## src/rtl/core/kvs_pkg.sv

```systemverilog
// Shared types, constants and sequencer states of the keyframe vector sampler.
package kvs_pkg;

    localparam int MAX_KEYS = 64;
    localparam int KEY_AW   = $clog2(MAX_KEYS);
    localparam int CNT_W    = KEY_AW + 1;
    localparam int DIV_W    = 48;   // |num| << 16
    localparam int DEN_W    = 32;

    localparam logic [1:0] REQ_WRITE  = 2'd0;
    localparam logic [1:0] REQ_SAMPLE = 2'd1;
    localparam logic [1:0] REQ_RESET  = 2'd2;

    localparam logic KIND_SAMPLE = 1'b0;
    localparam logic KIND_ACK    = 1'b1;

    localparam logic [2:0] REG_KEY_COUNT  = 3'd0;
    // byte address of a register is four times its index
    localparam logic [2:0] ADDR_KEY_COUNT = REG_KEY_COUNT << 2;

    typedef struct packed {
        logic [31:0] t;
        logic [31:0] x;
        logic [31:0] y;
        logic [31:0] z;
    } t_key;

    typedef enum logic [3:0] {
        ST_IDLE,
        ST_SETUP,
        ST_WALK,
        ST_CMP,
        ST_LD_CUR,
        ST_DIV,
        ST_DIFF,
        ST_MLO,
        ST_MHI,
        ST_ACC,
        ST_OUT
    } t_state;

endpackage

```

## src/rtl/core/kvs_div.sv

```systemverilog
// Restoring divider, one quotient bit per cycle, for the interpolation weight.
module kvs_div
    import kvs_pkg::*;
(
    input  logic               i_clk,
    input  logic               i_rst_n,
    input  logic               i_start,
    input  logic [DIV_W-1:0]   i_dividend,
    input  logic [DEN_W-1:0]   i_divisor,
    output logic               o_done,
    output logic [DIV_W-1:0]   o_quotient
);

    localparam int CW = $clog2(DIV_W + 1);

    logic [DIV_W-1:0] r_dvd;
    logic [DEN_W-1:0] r_dvs;
    logic [DEN_W-1:0] r_rem;
    logic [CW-1:0]    r_cnt;
    logic             r_busy;
    logic             r_done;
    logic [DEN_W:0]   trial;
    logic             qbit;

    always_comb begin
        trial = {r_rem, r_dvd[DIV_W-1]};
        qbit  = (trial >= {1'b0, r_dvs});
    end

    always_ff @(posedge i_clk) begin
        if (!i_rst_n) begin
            r_busy <= 1'b0;
            r_done <= 1'b0;
            r_cnt  <= '0;
        end else begin
            r_done <= 1'b0;
            if (i_start) begin
                r_busy <= 1'b1;
                r_cnt  <= CW'(DIV_W);
            end else if (r_busy) begin
                r_cnt <= r_cnt - CW'(1);
                if (r_cnt == CW'(1)) begin
                    r_busy <= 1'b0;
                    r_done <= 1'b1;
                end
            end
        end
    end

    // quotient bits shift in behind the dividend
    always_ff @(posedge i_clk) begin
        if (i_start) begin
            r_dvd <= i_dividend;
            r_dvs <= i_divisor;
            r_rem <= '0;
        end else if (r_busy) begin
            r_dvd <= {r_dvd[DIV_W-2:0], qbit};
            r_rem <= qbit ? DEN_W'(trial - {1'b0, r_dvs}) : trial[DEN_W-1:0];
        end
    end

    assign o_done     = r_done;
    assign o_quotient = r_dvd;

endmodule

```

## config.mk

```make
export PLATFORM = sky130hd
export DESIGN_NAME = kvs_div
export DESIGN_NICKNAME = d
export VERILOG_FILES = /design/src/rtl/core/kvs_pkg.sv /design/src/rtl/core/kvs_div.sv
export SDC_FILE = /design/constraint.sdc
export NUM_CORES = 1
export LEC_CHECK = 0
export BUFFER_PORTS_ARGS = -buffer_cell sky130_fd_sc_hd__clkbuf_2
export CAP_MARGIN = 20
export CORE_MARGIN = 2
export CORE_UTILIZATION = 56
export CTS_CLUSTER_SIZE = 40
export DETAILED_ROUTE_END_ITERATION = 7
export PLACE_DENSITY_LB_ADDON = 0.3
export SLEW_MARGIN = 20
export SYNTH_ARGS = -nofsm -noshare
export SYNTH_HDL_FRONTEND = slang
export SYNTH_SLANG_ARGS = --single-unit
export TNS_END_PERCENT = 20
```

## constraint.sdc

```tcl
create_clock -name i_clk -period 3.4 [get_ports i_clk]
set_input_delay 0.68 -clock i_clk [delete_from_list [all_inputs] [get_ports i_clk]]
set_output_delay 0.68 -clock i_clk [all_outputs]
set_load 0.05 [all_outputs]
```

# [Yosys cells after proc, flatten, opt, wreduce, memory -nomap -nowiden]
# Index checks and enable logic that the tools add are counted.
[classes] mux=9 bitwise=2 shifts=0 eq_ne=1 n_lt_le_gt_ge=1 n_reduce_logical=3 n_mul=0 n_addsub=2 div=0
[op_table] op="48-bit two-way mux" count=2
[op_table] op="33-bit by 32-bit greater-or-equal comparator with 1-bit output" count=1
[op_table] op="32-bit two-way mux" count=1
[op_table] op="32-bit subtractor" count=1
[op_table] op="6-bit two-way mux" count=2
[op_table] op="6-bit by 1-bit == test with 1-bit output, second input constant" count=1
[op_table] op="6-bit by 1-bit subtractor with 6-bit output, second input constant" count=1
[op_table] op="1-bit two-way mux" count=4
[op_table] op="3-bit OR reduction" count=1
[op_table] op="1-bit inverter" count=2
[op_table] op="2-bit nonzero test" count=1
[op_table] op="2-bit OR reduction" count=1
[totals] latchBits=0 wordCells=25 n_memories=0 ramBits=0 mem_bits_ro=0 output_inout_bits=49 ff_bits=120

# [Depth between registers and ports, before layout]
[depth] word_depth=4 ltp_mapped=14

# [Worst setup path after synthesis]
# OpenSTA, ideal clock, no wires.
[synth_timing] kind="register to register" start="reg r_dvd[47], in the netlist o_quotient[47]" end="reg r_rem[30]" arrival_time_ns=2.801 required_ns=3.313 stages_incl_launch_ff=13 path_slack_ns=0.512 setup_ns=0.087 cell_sequence="edfxtp_1 -> inv_1 -> ha_1 -> fa_1 -> nor2b_1 -> o21bai_1 -> a21oi_1 -> o21ai_0 -> o211a_1 -> o31ai_1 -> a21oi_1 -> xor2_1 -> o31ai_1"
[synth_between] elab_chain_len=2 word_cells_on_any_way=3 cone_classes="1 x add/sub; 1 x order compare; 1 x mux"
[synth_rtl] item="from (decl)" line_no="kvs_div.sv:16" rtl="logic [DIV_W-1:0] r_dvd;"
[synth_rtl] item="from (signal assigned)" line_no="kvs_div.sv:53" rtl="r_dvd <= i_dividend;"
[synth_rtl] item="from (signal assigned)" line_no="kvs_div.sv:57" rtl="r_dvd <= {r_dvd[DIV_W-2:0], qbit};"
[synth_rtl] item="32-bit subtractor / 33-bit by 32-bit greater-or-equal comparator with 1-bit output (equally long branches)" line_no="kvs_div.sv:58, kvs_div.sv:27"
[synth_rtl] item="32-bit two-way mux *" line_no="kvs_div.sv:58" rtl="r_rem <= qbit ? DEN_W'(trial - {1'b0, r_dvs}) : trial[DEN_W-1:0];"
[synth_rtl] item="to (signal assigned)" line_no="kvs_div.sv:58"
[synth_rtl] item="to (decl)" line_no="kvs_div.sv:18" rtl="logic [DEN_W-1:0] r_rem;"
# Every way passes the cells marked *; elsewhere a longest branch is shown, timed or not.
# A chain may end at the register's enable or synchronous reset.

# [Worst setup path in the final report]
[layout_timing] start="reg r_dvs[15]" end="reg r_rem[30]"
[layout_between] elab_chain_len=2 word_cells_on_any_way=3 cone_classes="1 x add/sub; 1 x order compare; 1 x mux"
[layout_rtl] item="from (decl)" line_no="kvs_div.sv:17" rtl="logic [DEN_W-1:0] r_dvs;"
[layout_rtl] item="from (signal assigned)" line_no="kvs_div.sv:54" rtl="r_dvs <= i_divisor;"
[layout_rtl] item="32-bit subtractor / 33-bit by 32-bit greater-or-equal comparator with 1-bit output (equally long branches)" line_no="kvs_div.sv:58, kvs_div.sv:27"
[layout_rtl] item="32-bit two-way mux *" line_no="kvs_div.sv:58"
# Marked as above.

==> flow_results.org <==
** Run status
- Result of the run :: finished with violations
- The final reports fail on DRC.

** Die
- During I/O placement, the number of pins put on the boundary was between 100 and 150.
- Row count :: 39
- Initial core utilization :: 57.9%
- Die width :: 113 microns
- Die Footprint :: between 10000 and 15000 sq um
- Placeable core region :: about 12000 sq um
- In this run the vertical extent of the chip is ~110 microns.

** Timing
- Final number of max-transition violations :: 0
- Post-Route Setup TNS :: 0 ns
- For the pin with the worst max-slew slack, the measured transition is 0.753 ns.
- Layout Skew :: 0.00804 ns
- Slew HR :: between 40% and 50%
- Final cycle utilization of the critical path :: roughly 90%
- Final number of hold-violating endpoints :: 0
- The clock period could shrink to 3.12 ns.
- In the post-route analysis, the smallest setup slack over all paths is around 0.28 ns.
- Setup violations remaining at the end of the flow were counted as 0.
- Timing would allow up to around 320 MHz.
- Setup repair after global routing left no endpoint under its margin.

** Synthesis
- Share of the synthesized area in compound gates (AO/OA/AOI/OAI) :: 15.3%
- Of all flip-flops after synthesis, the portion carrying an async set or reset was 0%.
- XOR/XNOR Fraction of Synth Area :: about 4.2%
- In this run the biggest area consumer among cell types represents 36.0% of the synthesized area.
- In this run, synthesis inferred 80 flip-flops with an integrated enable.
- Most area-hungry cell type in the Yosys netlist :: sky130_fd_sc_hd__edfxtp_1
- The number of nets handed over by synthesis was roughly 760.
- Commonest cells post-synth :: 84 x sky130_fd_sc_hd__nand2_1, 80 x sky130_fd_sc_hd__edfxtp_1, 49 x sky130_fd_sc_hd__nor2_1, 48 x sky130_fd_sc_hd__mux2_2
- Of the synthesized area, sequential elements account for around half.
- Dividing the synthesized area by the synthesized cell count gives a little over 10 sq um.
- The cell area that synthesis handed to floorplanning was 6660 sq um.
- Most instantiated library cell after synthesis :: sky130_fd_sc_hd__nand2_1
- Simple-gate share of the synthesized area :: between 10% and 20%
- Top cells by area in the synthesized netlist :: sky130_fd_sc_hd__edfxtp_1 36%, sky130_fd_sc_hd__dfxtp_1 12%, sky130_fd_sc_hd__mux2_2 8.1%, sky130_fd_sc_hd__ha_1 6.4%, sky130_fd_sc_hd__nand2_1 4.7%
- Share of synthesized area spent on multiplexers :: about 8.6%
- In the synthesized netlist, the number of instances is about 650.
- After Yosys synthesis, full adders, half adders and majority gates account for roughly 6.7% of the synthesized area.
- Number of warnings issued by yosys :: 0
- Most common flop cell mapped by yosys :: sky130_fd_sc_hd__edfxtp_1
- The synthesized design contains 120 register bits.
- In this run, distinct cell masters in the synthesized netlist total between 50 and 60.
- By area, the combinational part of the netlist is dominated by compound AO/OA/AOI/OAI gates.

** Cells and area
- Non-filler cells, final :: approximately 920
- Final net count :: 885
- The finished cells cover ~8000 sq um.
- Layout Area Growth over Synthesis :: 20.3%
- Util after Layout :: ~70%
- Fraction of layout instances using a drive strength above 1 :: between 20% and 30%
- The number of antenna diodes in the final layout is 0.

** Placed design
- Placed Instances :: around 900
- Port buffering added around 130 buffers.
- Once detailed placement completed, the half-perimeter wirelength came to around 10000 microns.
- The placed instances occupy a cell area of 7420 sq um.
- Worst-case setup slack after placement :: between 0.3 and 0.4 ns
- Routability-driven placement finished with a final weighted congestion of between 0.9 and 1.

** Global route
- Antenna violations before repair :: 0
- Largest net degree at the start of global routing :: between 100 and 150
- For this run the aggregate overflow at the end of global routing stands at 0.
- Wire length of the first global-routing pass :: roughly 24000 microns
- In the global route stage, overall resource usage came out at a little under a quarter.
- Via count of the first global-routing pass :: roughly 5400

** Routing
- Summed over all layers, the routed wires come to 14900 microns.
- Dividing the detail-routed wire length by the instance count gives 16.2 microns.
- DRC marker count from the first detailed-route iteration :: 341
- After detailed routing, the number of remaining DRC violations is 3.
- Once detail routing completed, the nets flagged for antenna violations numbered 0.
- The pre-antenna-repair detailed-routing pass consisted of 7 iterations.
- Via count normalized by instance count :: 5.71
- Summing over every cut layer, the via total after detailed routing is 5267.

** Clock network
- Buffers added to address setup during post-CTS repair amount to 0.
- Hold_buf cts :: 0
- The number of gates resized after CTS was 0.
- Buffer cell driving the clock tree root :: sky130_fd_sc_hd__clkbuf_16
- Clock-pin slew was measured on the worst setup and hold paths at ~0.06 ns.
- Total number of clock tree sinks :: 120
- The clock passes through at most 2 buffers.
- Clk Latency, worst-skew pair :: 0.41 ns
- TritonCTS built the clock tree.
- The clock tree synthesis step divided the H-tree into 4 levels.
- TritonCTS buffer count :: 17

** Pwr
- IR analysis of the VDD net gives a maximum drop of between 0.7 and 0.8 mV.
- Total power density per cell area :: around 600 nW/um^2
- The analysis attributes to cell leakage a power of between 0.003 and 0.004 uW.

** Critical path
- STA classifies the critical path endpoint as a flip-flop.
- The critical path is of the reg2reg type.
- Critical path launch point type :: flip-flop
- Biggest fanout along the worst timing path :: 34
- Endpoint required time on the critical path :: between 3 and 4 ns
- Crit path DAT :: approximately 3.4 ns

** Job
- The tool flagged a number of max-cap violations equal to 0.

** Hold path
- The worst hold path belongs to the class in2reg.
[layout make-up]
class,instances,area [sq um]
inverter,40,150
sequential,120,3200
fill,923,3500
multi-input combinational,451,3140
clock inverter,12,150
tap,143,179
clock buffer,20,447
timing repair buffer,137,741
[cell usage in the layout (no fill, tap or decap), types with 9 or more instances in the layout]
cell type                   count
sky130_fd_sc_hd__a21o_1        13
sky130_fd_sc_hd__a21oi_1       39
sky130_fd_sc_hd__a311oi_1      19
sky130_fd_sc_hd__clkbuf_16     17
sky130_fd_sc_hd__clkbuf_2     130
sky130_fd_sc_hd__dfxtp_1       39
sky130_fd_sc_hd__edfxtp_1      80
sky130_fd_sc_hd__ha_1          34
sky130_fd_sc_hd__inv_1         40
sky130_fd_sc_hd__mux2_2        48
sky130_fd_sc_hd__nand2_1       83
sky130_fd_sc_hd__nand3_1        9
sky130_fd_sc_hd__nand4_1        9
sky130_fd_sc_hd__nor2_1        49
sky130_fd_sc_hd__o21ai_0       24
sky130_fd_sc_hd__xnor2_1       21
sky130_fd_sc_hd__xor2_1        11
[state kept, by name (all words and copies together) (netlist names)]
register and flops:
o_quotient 48, r_dvs 32, r_rem 32, r_cnt 6, o_done 1, r_busy 1
[stage by stage]
stage	total power, uW	hold WS (ns)
2_1_floorplan	2730	0.455
6_report	4810	0.437
4_1_cts	4830	0.424
3_5_place_dp	3010	0.481
5_1_grt	5020	0.422
3_3_place_gp	2980	0.476
[worst paths after layout]
path	start	end	slack [ns]	depth (start not counted)
max reg2reg	r_dvs[15]	r_rem[30]	0.28	12
min	i_divisor[1]	r_dvs[1]	0.44	1
min reg2reg	r_rem[8]	r_rem[9]	0.49	2
max	r_dvs[15]	r_rem[30]	0.28	12
[cells by family after synthesis]
kind of cell,after synthesis
muxes,51
AOI/OAI and AO/OA,148
DFF,120
and+or+nand+nor,185
xor gates and xnor gates,32
adders and majority gates,35
buffers and inverters,74
[worst max-delay path: stages (launching register included)]
cell and delay (ns):
sky130_fd_sc_hd__edfxtp_1 0.32, sky130_fd_sc_hd__inv_1 0.04, sky130_fd_sc_hd__ha_1 0.42, sky130_fd_sc_hd__nand4_1 0.20, sky130_fd_sc_hd__or4_1 0.57, sky130_fd_sc_hd__or4_1 0.51
sky130_fd_sc_hd__o211ai_2 0.09, sky130_fd_sc_hd__a211oi_2 0.12, sky130_fd_sc_hd__o21ai_4 0.12, sky130_fd_sc_hd__buf_12 0.24, sky130_fd_sc_hd__nor3_1 0.09, sky130_fd_sc_hd__a31oi_1 0.18
sky130_fd_sc_hd__o31ai_1 0.09
[metal layers]
layer / up-vias / global-route usage (%) / share of wire (%)
met1: 2511 / 29.7 / 43
met3: 21 / 6.70 / 5.4
met5: - / 0 / 0
met2: 146 / 40.2 / 50
li1: 2589 / - / -
met4: 0 / 8.86 / 1.7
[power breakdown]
group          internal [uW]  switching, uW  total [uW]
Clock                   1170            637        1800
Sequential              1720           78.7        1800
Combinational            430            777        1210
(Power assumes the default switching activity.)
